===== src/hw/rtl/rds_pkg.sv =====
// Shared constants, register codes and control types of the diffusion stencil step.
// No dependencies; every other file of the block but rds_ram uses it.
package rds_pkg;

    localparam int MAX_WIDTH_DEF  = 1024;
    localparam int VALUE_BITS_DEF = 32;
    localparam int INDEX_BITS     = 10;
    localparam int INDEX_LIMIT    = 1024;
    localparam int SIZE_BITS      = 11;
    localparam int GAIN_BITS      = 16;
    localparam int FRAC_BITS      = 16;
    localparam int CENTER_SHIFT   = 2;    // center weight of four
    localparam int MAX_RESULTS    = 4;
    localparam int CFG_INDEX_BITS = 8;
    localparam int CFG_DATA_BITS  = 16;

    localparam logic [SIZE_BITS-1:0] MIN_SIZE = 11'd3;

    localparam logic [CFG_INDEX_BITS-1:0] REG_GRID_WIDTH     = 8'd0;
    localparam logic [CFG_INDEX_BITS-1:0] REG_GRID_HEIGHT    = 8'd1;
    localparam logic [CFG_INDEX_BITS-1:0] REG_DIFFUSION_GAIN = 8'd2;
    localparam logic [CFG_INDEX_BITS-1:0] REG_DECAY_GAIN     = 8'd3;

    localparam logic [SIZE_BITS-1:0] GRID_WIDTH_RST     = 11'd64;
    localparam logic [SIZE_BITS-1:0] GRID_HEIGHT_RST    = 11'd64;
    localparam logic [GAIN_BITS-1:0] DIFFUSION_GAIN_RST = 16'd6554;
    localparam logic [GAIN_BITS-1:0] DECAY_GAIN_RST     = 16'd66;

    // Position and write plan of one cell as it moves down the pipeline
    typedef struct packed {
        logic [INDEX_BITS-1:0] row;       // row being updated (input row - 1)
        logic [INDEX_BITS-1:0] col;
        logic [INDEX_BITS-1:0] row_max;   // grid height - 1
        logic [INDEX_BITS-1:0] col_max;   // grid width - 1
        logic                  interior;
        logic                  is_edge;   // last column: emits the edge copies
        logic                  top;
        logic                  bottom;
        logic                  first_col;
        logic                  last_col;
        logic                  col_zero;
        logic                  right_ok;
    } rds_ctrl_t;

endpackage


===== src/hw/rtl/rds_datapath.sv =====
// Middle-row window, Laplacian, gain products, rounding and saturation.
// Depends on rds_pkg; fed by rds_front and the line buffers, feeds rds_emit.
module rds_datapath #(
    parameter int MAX_WIDTH  = rds_pkg::MAX_WIDTH_DEF,
    parameter int VALUE_BITS = rds_pkg::VALUE_BITS_DEF,
    localparam int AW = $clog2(MAX_WIDTH)
) (
    input  logic                            clk,
    input  logic                            rst_n,
    input  logic                            adv,
    input  logic                            s1_valid,
    input  rds_pkg::rds_ctrl_t              s1_ctrl,
    input  logic signed [VALUE_BITS-1:0]    s1_value,
    input  logic [2*VALUE_BITS-1:0]         here_q,
    input  logic [VALUE_BITS-1:0]           right_q,
    input  logic [rds_pkg::GAIN_BITS-1:0]   diffusion_gain,
    input  logic [rds_pkg::GAIN_BITS-1:0]   decay_gain,
    output logic                            wr_en,
    output logic [AW-1:0]                   wr_addr,
    output logic [2*VALUE_BITS-1:0]         wr_here,
    output logic [VALUE_BITS-1:0]           wr_right,
    output logic                            res_valid,
    output rds_pkg::rds_ctrl_t              res_ctrl,
    output logic signed [VALUE_BITS-1:0]    res_value
);
    import rds_pkg::*;

    localparam int VB = VALUE_BITS;
    localparam int LW = VB + 3;              // five-point sum headroom
    localparam int PW = GAIN_BITS + 1 + LW;
    localparam int KW = GAIN_BITS + 1 + VB;
    localparam int SW = PW + 1;
    localparam int TW = SW + 1;

    localparam logic signed [SW-1:0] HALF =
        {{(SW-FRAC_BITS){1'b0}}, 1'b1, {(FRAC_BITS-1){1'b0}}};
    localparam logic signed [VB-1:0] VMAX = {1'b0, {(VB-1){1'b1}}};
    localparam logic signed [VB-1:0] VMIN = {1'b1, {(VB-1){1'b0}}};

    logic signed [VB-1:0] win_reg [3];
    logic signed [VB-1:0] win_next [3];
    logic signed [VB-1:0] up, old_mid, nxt;
    logic signed [LW-1:0] lap_next;

    logic                 s2_valid_reg;
    rds_ctrl_t            s2_ctrl_reg;
    logic signed [LW-1:0] s2_lap_reg;
    logic signed [VB-1:0] s2_mid_reg;

    logic                 s3_valid_reg;
    rds_ctrl_t            s3_ctrl_reg;
    logic signed [PW-1:0] s3_pd_reg;
    logic signed [KW-1:0] s3_pk_reg;
    logic signed [VB-1:0] s3_mid_reg;

    logic signed [GAIN_BITS:0] dg_s, kg_s;
    logic signed [SW-1:0] sum, shifted;
    logic signed [TW-1:0] total;

    always_comb
    begin
        up      = $signed(here_q[2*VB-1:VB]);
        old_mid = $signed(here_q[VB-1:0]);
        nxt     = s1_ctrl.right_ok ? $signed(right_q) : '0;

        if (s1_ctrl.col_zero)
        begin
            win_next[0] = '0;
            win_next[1] = old_mid;
            win_next[2] = nxt;
        end
        else
        begin
            win_next[0] = win_reg[1];
            win_next[1] = win_reg[2];
            win_next[2] = nxt;
        end

        lap_next = LW'(up) + LW'(s1_value) + LW'(win_next[0]) + LW'(win_next[2])
                 - (LW'(win_next[1]) <<< CENTER_SHIFT);
    end

    // row r-1 moves to the upper line, the new cell to the middle line
    assign wr_en    = adv && s1_valid;
    assign wr_addr  = AW'(s1_ctrl.col);
    assign wr_here  = {old_mid, s1_value};
    assign wr_right = s1_value;

    assign dg_s = $signed({1'b0, diffusion_gain});
    assign kg_s = $signed({1'b0, decay_gain});

    always_ff @(posedge clk or negedge rst_n)
    begin
        if (!rst_n)
        begin
            win_reg[0]   <= '0;
            win_reg[1]   <= '0;
            win_reg[2]   <= '0;
            s2_valid_reg <= 1'b0;
            s3_valid_reg <= 1'b0;
        end
        else if (adv)
        begin
            if (s1_valid)
            begin
                win_reg[0] <= win_next[0];
                win_reg[1] <= win_next[1];
                win_reg[2] <= win_next[2];
            end
            s2_valid_reg <= s1_valid;
            s3_valid_reg <= s2_valid_reg;
        end
    end

    always_ff @(posedge clk)
    begin
        if (adv)
        begin
            s2_ctrl_reg <= s1_ctrl;
            s2_lap_reg  <= lap_next;
            s2_mid_reg  <= win_next[1];
            s3_ctrl_reg <= s2_ctrl_reg;
            s3_pd_reg   <= PW'(dg_s * s2_lap_reg);
            s3_pk_reg   <= KW'(kg_s * s2_mid_reg);
            s3_mid_reg  <= s2_mid_reg;
        end
    end

    // round to nearest, ties up, then saturate
    always_comb
    begin
        sum     = SW'(s3_pd_reg) - SW'(s3_pk_reg) + HALF;
        shifted = sum >>> FRAC_BITS;
        total   = TW'(shifted) + TW'(s3_mid_reg);
        if (total > TW'(VMAX))
        begin
            res_value = VMAX;
        end
        else if (total < TW'(VMIN))
        begin
            res_value = VMIN;
        end
        else
        begin
            res_value = $signed(total[VB-1:0]);
        end
    end

    assign res_valid = s3_valid_reg;
    assign res_ctrl  = s3_ctrl_reg;

endmodule


===== config.mk =====
export PLATFORM = sky130hd
export DESIGN_NAME = rds_datapath
export DESIGN_NICKNAME = d
export VERILOG_FILES = /design/src/hw/rtl/rds_pkg.sv /design/src/hw/rtl/rds_datapath.sv
export SDC_FILE = /design/constraint.sdc
export NUM_CORES = 2
export LEC_CHECK = 0
export BUFFER_PORTS_ARGS = -buffer_cell sky130_fd_sc_hd__buf_2
export CAP_MARGIN = 20
export CELL_PAD_IN_SITES_DETAIL_PLACEMENT = 1
export CELL_PAD_IN_SITES_GLOBAL_PLACEMENT = 2
export CORE_MARGIN = 5
export CORE_UTILIZATION = 28
export CTS_BUF_LIST = sky130_fd_sc_hd__clkbuf_16
export DETAILED_ROUTE_END_ITERATION = 6
export PLACE_DENSITY = 0.63
export SYNTH_ARGS = -nofsm -noshare
export SYNTH_HDL_FRONTEND = slang
export SYNTH_SLANG_ARGS = --single-unit

===== constraint.sdc =====
create_clock -name clk -period 7.2 [get_ports clk]
set_input_delay 1.08 -clock clk [delete_from_list [all_inputs] [get_ports clk]]
set_output_delay 1.08 -clock clk [all_outputs]
set_load 0.1 [all_outputs]

==> metrics.cfg <==
[finish]
syn2layout_area_growth_pct=19.4
nets=8525
multi_input_area_sq_um=42800
largest_reg_flops=64
regArea_sq_um=10500
drive_above_1_share_pct=18.3
fillerInstances=24000
stdcell_count=9630

[sta]
max_freq_ghz=0.130
slew_viol_final=0
final.setup.tns_ns=-13.55
hold_violations=0
relSlewSlack_pct=41.2
period_share_pct=107
max_slew.worst_pin.slew_ns=0.882
finalCriticalPeriod_ns=7.68
clock_skew_ns=0.0441
setup_viol=31
fin_ws_ns=-0.481
grt_setup_unrepaired=true

[critical_path]
critPathLaunchType=register
path_max_fanout=24
r2r_start=s2_mid_reg[7]
ff2ff_setup_slack_ns=0.30
r2r-end=s3_pk_reg[44]
crit_arrival_ns=6.60
endpoint_kind=primary output
path_class=register to primary output
cp.required_ns=6.12
r2r_cells=24

[clock_tree]
clk_latency_ns=0.67
clk_path_buf_depth=3
cts-hold-fix-buffers=0
h-tree-depth=2
cts.clk_slew.worst_paths_ns=0.06
cts.sinks=362
cts_buffers=49
cts_tree=done
clock-root-buffer=clkbuf_16

[detailed_routing]
avgRoutedWirePerCell_um=20.1
vias=43500
ant_nets=0
vias_per_cell=4.51
drt_iter0_drc=1541
drt_first_pass_iters=5
drc=0
drt-total-wl_mm=193

[global_routing]
grt_pass1_vias=50200
grt_max_degree=99
overflow=0
grt_pass1_wl_mm=301
grt_util_all_layers_pct=17.6
antenna_found_initial=21

[floorplan]
die_y_um=470
rows=168
dieArea_sq_um=221000
core-area_sq_um=210000
dieWidth_um=470
start_util_pct=28.2
boundaryPins=400

[run_status]
outcome=complete, but fails checks
failed_checks=setup timing

[min_path]
hp-class=input port to async pin

[synth]
syn_avg_cell_area_sq_um=9.72
ys_warn_count=0
ys_ff_latch=362
synth_commonest_cells=inv_1 (1322), fa_1 (1120), nand2_1 (840)
yosys.area.top_type=fa_1
yosysMostFrequentCell=inv_1
ys_seq_area_share_pct=17.8
yosys.area.top_type_share_pct=37.9
synthCells=6091
synthArstFlopShare_pct=18.2
ys_top_cells_by_area=fa_1 (38%), edfxtp_1 (15%), ha_1 (8.8%)
synth_enable_flop_cells=296
synth_nets=7839
ys.flop_type=edfxtp_1
syn_area_sq_um=59200
synth.distinct_cells=86

[placed_design]
finalWeightedCongestion=0.839
hpwlAfterDp_mm=168
dpl.cell_count=9491
port_buffers=399
dp_slack_ns=-0.665

[flow_run]
maxCapViolations=0

-- cell usage in the layout (no fill, tap or decap), drive strengths merged, types with 6 or more instances in the layout --
| master | Yosys | final |
|---|---|---|
| a211oi | 19 | 19 |
| a21o | 85 | 85 |
| a21oi | 202 | 202 |
| a31oi | 20 | 20 |
| and2 | 490 | 490 |
| and3 | 20 | 20 |
| buf | 118 | 968 |
| bufinv | 0 | 8 |
| clkbuf | 216 | 50 |
| clkinv | 0 | 19 |
| dfrtp | 66 | 66 |
| diode | 0 | 7 |
| edfxtp | 296 | 296 |
| fa | 1120 | 1120 |
| ha | 416 | 416 |
| inv | 1323 | 1335 |
| mux2 | 64 | 64 |
| nand2 | 840 | 840 |
| nand2b | 11 | 11 |
| nand3 | 40 | 40 |
| nand4 | 38 | 38 |
| nor2 | 98 | 98 |
| nor2b | 62 | 62 |
| nor3 | 24 | 24 |
| o2111ai | 6 | 6 |
| o211ai | 11 | 11 |
| o21a | 29 | 29 |
| o21ai | 148 | 148 |
| o21bai | 24 | 24 |
| o31a | 6 | 6 |
| o31ai | 9 | 9 |
| or3 | 8 | 8 |
| xnor2 | 124 | 124 |
| xor2 | 75 | 75 |
-- cell families (layout without fill, tap and decap cells) --
family          Yosys count  count (layout)  share of synthesized area, %
mux                      67              67                          1.27
xor+xnor                200             200                          2.98
flops                   362             362                          17.8
fa+ha+maj              1536            1536                          46.7
buf+inv                1657            2384                          11.2
simple gates           1652            1652                          13.4
other cells               0               7                             0
compound gates          617             617                          6.65
-- critical path, stage by stage, from the launching register on --
cell	delay, ns
edfxtp_1	0.38
ha_1	0.35
ha_4	0.29
and4_4	0.22
nand3_2	0.09
a221oi_2	0.23
buf_4	0.22
o21ai_4	0.08
a31oi_4	0.25
a31oi_1	0.12
buf_4	0.17
buf_4	0.13
and2_2	0.23
buf_4	0.16
o311ai_4	0.32
a21oi_2	0.12
xnor2_2	0.17
ha_1	0.38
and2_1	0.23
nand3_1	0.09
nand4b_1	0.10
a21oi_1	0.16
o41a_1	0.18
xor2_1	0.10
o41a_4	0.54
buf_12	0.21
o21ai_2	0.22
buf_12	0.19
-- repair_timing --
item	in CTS	in global routing
resized for setup	123	37
pin swaps	36	10
endpoints found under the setup margin	32	40
buffers inserted	21	22
-- final cells by class --
cell class	count	share of cell area (%)
diodes	7	0.0248
flip-flops and latches	362	14.9
repair buffers	969	10.1
well taps	2805	4.97
clock buffers	49	1.73
multi-input cells	4072	60.5
inverters	1323	7.03
clock inverters	43	0.687
-- through the flow --
step                instance area, sq um  hold slack [ns]  utilization (%)
floorplan                          59200            0.400                -
detailed placement                 67800            0.406             32.3
global placement                   67800            0.401             32.3
finish                             70700            0.382             33.7
global route                       70700            0.365             33.7
CTS                                70200            0.350             33.4
-- routing by layer --
metal  vias to the layer above  track usage, %  share of wire, %
met1                     22700            21.6                41
met4                         4            5.42               3.4
met3                       191            2.42               3.7
met2                       663            32.0                51
met5                         -               0             0.018
li1                      19900               -                 -
-- worst max-delay path by stage --
stage / from / end / slack [ns]
global placement: s3_pk_reg[14] / res_value[24] / -0.67
detailed placement: s3_pk_reg[14] / res_value[24] / -0.67
global route: s3_pd_reg[3] / res_value[4] / -0.73
floorplan: s3_pd_reg[13] / res_value[23] / -0.25
finish: s3_pd_reg[13] / res_value[2] / -0.48
CTS: s3_pk_reg[12] / res_value[24] / -0.46
Power is left out: the tool's default activity adds up to more than one toggle a clock period on the data nets, which glitch-free logic cannot reach.
