`config.mk`:
```
export PLATFORM = sky130hd
export DESIGN_NAME = rds_front
export DESIGN_NICKNAME = d
export VERILOG_FILES = /design/src/hw/rtl/rds_pkg.sv /design/src/hw/rtl/rds_front.sv
export SDC_FILE = /design/constraint.sdc
export NUM_CORES = 1
export LEC_CHECK = 0
export BUFFER_PORTS_ARGS = -buffer_cell sky130_fd_sc_hd__buf_2
export CORE_MARGIN = 2
export CORE_UTILIZATION = 57
export CTS_BUF_LIST = sky130_fd_sc_hd__clkbuf_8
export DETAILED_ROUTE_END_ITERATION = 10
export HOLD_SLACK_MARGIN = 0.05
export PLACE_DENSITY_LB_ADDON = 0.25
export SYNTH_ARGS = -nofsm -noshare
export SYNTH_HDL_FRONTEND = slang
export SYNTH_SLANG_ARGS = --single-unit
```
`constraint.sdc`:
```
create_clock -name clk -period 7.1 [get_ports clk]
set_clock_uncertainty 0.2 [all_clocks]
set_input_delay 1.065 -clock clk [delete_from_list [all_inputs] [get_ports clk]]
set_output_delay 1.065 -clock clk [all_outputs]
set_load 0.05 [all_outputs]
```
`src/hw/rtl/rds_pkg.sv`:
```
// Shared constants, register codes and control types of the diffusion stencil step.
// No dependencies; every other file of the block but rds_ram uses it.
package rds_pkg;

    localparam int MAX_WIDTH_DEF  = 1024;
    localparam int VALUE_BITS_DEF = 32;
    localparam int INDEX_BITS     = 10;
    localparam int INDEX_LIMIT    = 1024;
    localparam int SIZE_BITS      = 11;
    localparam int GAIN_BITS      = 16;
    localparam int FRAC_BITS      = 16;
    localparam int CENTER_SHIFT   = 2;    // center weight of four
    localparam int MAX_RESULTS    = 4;
    localparam int CFG_INDEX_BITS = 8;
    localparam int CFG_DATA_BITS  = 16;

    localparam logic [SIZE_BITS-1:0] MIN_SIZE = 11'd3;

    localparam logic [CFG_INDEX_BITS-1:0] REG_GRID_WIDTH     = 8'd0;
    localparam logic [CFG_INDEX_BITS-1:0] REG_GRID_HEIGHT    = 8'd1;
    localparam logic [CFG_INDEX_BITS-1:0] REG_DIFFUSION_GAIN = 8'd2;
    localparam logic [CFG_INDEX_BITS-1:0] REG_DECAY_GAIN     = 8'd3;

    localparam logic [SIZE_BITS-1:0] GRID_WIDTH_RST     = 11'd64;
    localparam logic [SIZE_BITS-1:0] GRID_HEIGHT_RST    = 11'd64;
    localparam logic [GAIN_BITS-1:0] DIFFUSION_GAIN_RST = 16'd6554;
    localparam logic [GAIN_BITS-1:0] DECAY_GAIN_RST     = 16'd66;

    // Position and write plan of one cell as it moves down the pipeline
    typedef struct packed {
        logic [INDEX_BITS-1:0] row;       // row being updated (input row - 1)
        logic [INDEX_BITS-1:0] col;
        logic [INDEX_BITS-1:0] row_max;   // grid height - 1
        logic [INDEX_BITS-1:0] col_max;   // grid width - 1
        logic                  interior;
        logic                  is_edge;   // last column: emits the edge copies
        logic                  top;
        logic                  bottom;
        logic                  first_col;
        logic                  last_col;
        logic                  col_zero;
        logic                  right_ok;
    } rds_ctrl_t;

endpackage

```
`src/hw/rtl/rds_front.sv`:
```
// Raster position tracking, size clamping and the input register stage.
// Depends on rds_pkg; drives the line buffer read addresses.
module rds_front #(
    parameter int MAX_WIDTH  = rds_pkg::MAX_WIDTH_DEF,
    parameter int VALUE_BITS = rds_pkg::VALUE_BITS_DEF,
    localparam int AW = $clog2(MAX_WIDTH)
) (
    input  logic                            clk,
    input  logic                            rst_n,
    input  logic                            adv,
    input  logic                            accept,
    input  logic signed [VALUE_BITS-1:0]    cell_value,
    input  logic                            grid_start,
    input  logic [rds_pkg::SIZE_BITS-1:0]   grid_width,
    input  logic [rds_pkg::SIZE_BITS-1:0]   grid_height,
    output logic [AW-1:0]                   addr_here,
    output logic [AW-1:0]                   addr_right,
    output logic                            s1_valid,
    output rds_pkg::rds_ctrl_t              s1_ctrl,
    output logic signed [VALUE_BITS-1:0]    s1_value
);
    import rds_pkg::*;

    localparam int LIM_W = (MAX_WIDTH < INDEX_LIMIT) ? MAX_WIDTH : INDEX_LIMIT;

    function automatic logic [SIZE_BITS-1:0] clamp_size(
        input logic [SIZE_BITS-1:0] v,
        input logic [SIZE_BITS-1:0] lim
    );
        logic [SIZE_BITS-1:0] res;
        begin
            res = v;
            if (v < MIN_SIZE)
            begin
                res = MIN_SIZE;
            end
            else if (v > lim)
            begin
                res = lim;
            end
            return res;
        end
    endfunction

    logic [INDEX_BITS-1:0] row_cnt_reg, row_cnt_next;
    logic [INDEX_BITS-1:0] col_cnt_reg, col_cnt_next;
    logic                  s1_valid_reg;
    rds_ctrl_t             s1_ctrl_reg, ctrl_next;
    logic signed [VALUE_BITS-1:0] s1_value_reg;

    logic [SIZE_BITS-1:0]  w, h, w_m1, w_m2, h_m1;
    logic [INDEX_BITS-1:0] row0, col0, rr, cc;
    logic [SIZE_BITS-1:0]  r1, c_inc, r_inc;
    logic                  wrap_col;

    always_comb
    begin
        w    = clamp_size(grid_width, SIZE_BITS'(LIM_W));
        h    = clamp_size(grid_height, SIZE_BITS'(INDEX_LIMIT));
        w_m1 = w - 11'd1;
        w_m2 = w - 11'd2;
        h_m1 = h - 11'd1;

        row0 = grid_start ? '0 : row_cnt_reg;
        col0 = grid_start ? '0 : col_cnt_reg;

        // a column past a shrunk width starts the next row
        wrap_col = ({1'b0, col0} >= w);
        r1 = wrap_col ? ({1'b0, row0} + 11'd1) : {1'b0, row0};
        rr = (r1 >= h) ? '0 : r1[INDEX_BITS-1:0];
        cc = wrap_col ? '0 : col0;

        c_inc = {1'b0, cc} + 11'd1;
        r_inc = {1'b0, rr} + 11'd1;

        if (c_inc >= w)
        begin
            col_cnt_next = '0;
            row_cnt_next = (r_inc >= h) ? '0 : r_inc[INDEX_BITS-1:0];
        end
        else
        begin
            col_cnt_next = c_inc[INDEX_BITS-1:0];
            row_cnt_next = rr;
        end

        ctrl_next.row       = rr - 10'd1;
        ctrl_next.col       = cc;
        ctrl_next.row_max   = h_m1[INDEX_BITS-1:0];
        ctrl_next.col_max   = w_m1[INDEX_BITS-1:0];
        ctrl_next.interior  = (rr >= 10'd2) && (cc != 10'd0) && ({1'b0, cc} <= w_m2);
        ctrl_next.is_edge   = (rr >= 10'd2) && ({1'b0, cc} == w_m1);
        ctrl_next.top       = (rr == 10'd2);
        ctrl_next.bottom    = ({1'b0, rr} == h_m1);
        ctrl_next.first_col = (cc == 10'd1);
        ctrl_next.last_col  = ({1'b0, cc} == w_m2);
        ctrl_next.col_zero  = (cc == 10'd0);
        ctrl_next.right_ok  = (c_inc < w);
    end

    assign addr_here  = AW'(cc);
    assign addr_right = AW'(c_inc);

    always_ff @(posedge clk or negedge rst_n)
    begin
        if (!rst_n)
        begin
            row_cnt_reg  <= '0;
            col_cnt_reg  <= '0;
            s1_valid_reg <= 1'b0;
        end
        else
        begin
            if (accept)
            begin
                row_cnt_reg <= row_cnt_next;
                col_cnt_reg <= col_cnt_next;
            end
            if (adv)
            begin
                s1_valid_reg <= accept;
            end
        end
    end

    always_ff @(posedge clk)
    begin
        if (adv)
        begin
            s1_ctrl_reg  <= ctrl_next;
            s1_value_reg <= cell_value;
        end
    end

    assign s1_valid = s1_valid_reg;
    assign s1_ctrl  = s1_ctrl_reg;
    assign s1_value = s1_value_reg;

endmodule

```
==> metrics.md <==
| Metric | Value |
|---|---|
| Clk Latency, worst-skew pair | `between 300 and 400 ps` |
| Drt total wl | `approximately 24000 um` |
| Reg2reg setup slack | `about 1100 ps` |
| Max Cap Viol | `0` |
| Maximum number of pins on one net before global-route repair | `roughly 80` |
| Die Ht | `between 100 and 150 um` |
| Peak VDD IR | `about 0.10 mV` |
| Clock sink count | `~100` |
| Total gr overflow | `0` |
| Ports | `160` |
| Max FFs per register | `48` |
| Library cells used by synthesis | `87` |
| Period utilization | `97.0%` |
| Met3 wire length | `approximately 3000 um` |
| Row count | `40` |
| Post-Layout Cell Count | `1146` |
| Via count | `between 7000 and 8000` |
| Run status | `finished, final reports clean` |
| Critical path arrival | `about 7000 ps` |
| DRC Markers | `0` |
| Critical path's most frequent cell | `ha_1` |
| Nets | `around 1100` |
| CP top delay family | `simple AND/OR/NAND/NOR gates` |
| Routability cong. | `around 1.0` |
| Cells after Synth | `around 730` |
| Die width | `between 100 and 150 um` |
| DR iter-0 viols | `864` |
| Vias in the first global route | `just under 7000` |
| Fillers | `870` |
| Core area | `0.0122 mm^2` |
| Post-DP HPWL | `19100 um` |
| Diodes inserted | `0` |
| Worst-path fanout max | `9` |
| Clock root buffer master | `clkbuf_8` |
| Slowest stage delay, CP | `570 ps` |
| Final ANT Viol Nets | `0` |
| Worst slew pin tran | `between 1000 and 1500 ps` |
| Primary FF master, synth | `edfxtp_1` |
| Seq/Total Area, Yosys | `between 40% and 50%` |
| Mapped Area | `approximately 0.0072 mm^2` |
| Fin crit period | `6890 ps` |
| Layout cells sized above 1 | `36.4%` |
| Multi-input gate area | `around 0.004 mm^2` |
| Met2 wire length | `between 10000 and 15000 um` |
| Total global routing track utilization | `roughly a third` |
| Final slew viol count | `0` |
| Final instance area | `approximately 0.009 mm^2` |
| CTS buffer count | `9` |
| H-tree Lvls | `3` |
| Syn Area/Cell | `approximately 10 um^2` |
| Synthesis-stage register bit count | `roughly 100` |
| Syn-to-layout area delta | `28.3%` |
| CTS clk-pin slew, worst paths | `approximately 110 ps` |
| Initial Util | `between 50% and 60%` |
| Clock tree buffer depth | `2` |
| I/O Buffers | `roughly 160` |
| Cts hold-fix bufs | `0` |
| WP data required | `between 7000 and 8000 ps` |
| Hold Fails Final Rpt | `0` |
| Via-to-Cell Ratio | `just over 6` |
| Type of origin of the critical path | `input port` |
| Die area | `approximately 0.014 mm^2` |
| DP Area | `between 0.008 and 0.009 mm^2` |
| Pwr dens | `around 200 mW/mm^2` |
| First drt pass iteration count | `5` |
| Rel. slew slack | `28.7%` |
| Met1 WL | `9540 um` |
| Ys Warns | `0` |
| Synth Net Count | `between 800 and 900` |
| Cells after DPL | `1124` |
| Kind of critical path | `in -> reg` |
| CTS tree | `built` |
| Reg area | `between 0.002 and 0.003 mm^2` |
| EDFF count, synth | `80` |
| WL per Instance | `around 21 um` |
| Crit path buffers/inverters | `5` |
| P_leak | `4.17 nW` |
| Top layer in use | `met4` |
| Worst hold path class | `reg -> reg` |
| Initial antenna violation count | `0` |
| Crit path max-delay cell type | `or4_4` |
| Post-synth ARST share | `between 20% and 30%` |
| Count of final setup violators | `0` |
| CP endpoint kind | `flip-flop` |
| First-pass GRT wire length | `around 36000 um` |
| Max Freq | `roughly 0.15 GHz` |
==> worst reg2reg max path: stages (launching register included) <==
cell	delay, ps
dfrtp_1	430
inv_1	190
nor2_1	70
ha_1	310
and3_1	200
and2b_1	250
a211oi_4	60
buf_4	180
buf_6	140
or4_4	510
nand2_2	120
ha_1	280
a21oi_2	160
o21ai_0	90
and2_1	180
or3_4	430
a211oi_4	250
nand2_2	120
nor3_2	180
xnor2_1	160
ha_1	280
a21o_1	180
a21o_1	180
a211oi_2	230
buf_4	210
nand2_1	80
o21ai_1	160
o22a_1	140
==> worst paths after layout <==
| path | start | to | depth (start not counted) |
|---|---|---|---|
| worst max register to register | col_cnt_reg[6] | row_cnt_reg[7] | 27 |
| min in group asynchronous | rst_n | col_cnt_reg[7] | 1 |
| worst min-delay path | s1_valid | s1_valid | 1 |
| worst min register to register | s1_valid | s1_valid | 1 |
| worst max-delay path | grid_width[7] | row_cnt_reg[7] | 31 |
| max in group asynchronous | rst_n | col_cnt_reg[1] | 1 |
==> metal layers <==
layer,track usage [%],up-vias
met5,0,-
met4,11.0,0
met3,8.56,67
met2,55.2,461
met1,48.4,3390
li1,-,3199
==> layout make-up <==
| cell class | count | share of cell area, % |
|---|---|---|
| Inverter | 32 | 1.30 |
| Tap cell | 168 | 2.28 |
| Clock buffer | 9 | 1.34 |
| Clock inverter | 7 | 0.801 |
| Timing Repair Buffer | 274 | 18.1 |
| Multi-Input combinational cell | 555 | 44.4 |
| Sequential cell | 101 | 31.8 |
==> synth_stat cells (all sizes together), types with 4 or more instances <==
library cell	n	area [um^2]
buf	15	116
nor3	14	70.1
nand2	67	254
o21bai	4	33.8
xor2	13	114
nor4	7	43.8
o22ai	8	56.3
nand3	19	100
nor3b	4	30.0
dfrtp	21	526
a2111oi	5	50.0
mux2i	7	70.1
o211ai	5	37.5
nand2b	4	25.0
clkbuf	26	97.6
o41ai	4	68.8
o31ai	6	50.1
o21a	5	37.5
nand3b	5	37.5
nor2b	17	109
a21boi	4	30.0
and4	5	46.3
inv	31	116
or4	7	60.1
and2	10	62.6
nand4	10	62.6
nor2	56	210
a21o	9	67.6
or3	12	80.1
ha	64	801
or2	5	31.3
and3	9	66.3
xnor2	23	201
edfxtp	80	2400
a211oi	10	103
a31oi	6	43.8
o21ai	50	262
a21oi	40	208
==> power breakdown <==
| group | total, mW | switching, mW | internal (mW) |
|---|---|---|---|
| clock network | 0.376 | 0.211 | 0.165 |
| registers | 0.738 | 0.0312 | 0.707 |
| logic | 0.729 | 0.486 | 0.243 |
| total | 1.84 | 0.729 | 1.11 |
==> through the flow <==
stage	hold WS, ps	total power, mW	setup slack [ps]	util [%]	TNS (ps)
finish	329	1.84	212	75.7	0
global route	357	1.91	-21.7	75.7	-55.0
CTS	331	1.82	124	74.8	0
detailed placement	308	1.45	-255	73.2	-1580
global placement	287	1.43	-78.1	73.2	-280
floorplan	264	1.22	24.4	-	0
==> cells by family after synthesis <==
kind of cell | share of synthesized area (%)
simple gates | 19.1
compound gates | 18.8
flops | 40.8
buf+inv | 4.65
fa+ha+maj | 11.2
xor+xnor | 4.39
mux | 1.13
==> what timing repair did <==
action,CTS,global route
setup endpoints to repair,0,10
endpoints found under the hold margin,0,0
resized for setup,0,19
setup buffers,0,6
==> cells in the final DEF, fill, tap and decap left out, types with 10 or more instances in the layout <==
master and n:
buf_2 158, dfrtp_1 21, ha_1 62, nor2_1 50, nand3_1 18, inv_1 29
edfxtp_1 80, or3_1 10, xnor2_1 23, xor2_1 12, nor3_1 13, o21ai_0 39
nand2_1 64, buf_4 115, nand4_1 10, a21oi_1 34, nor2b_1 15
Power figures use the tool's default switching activity.
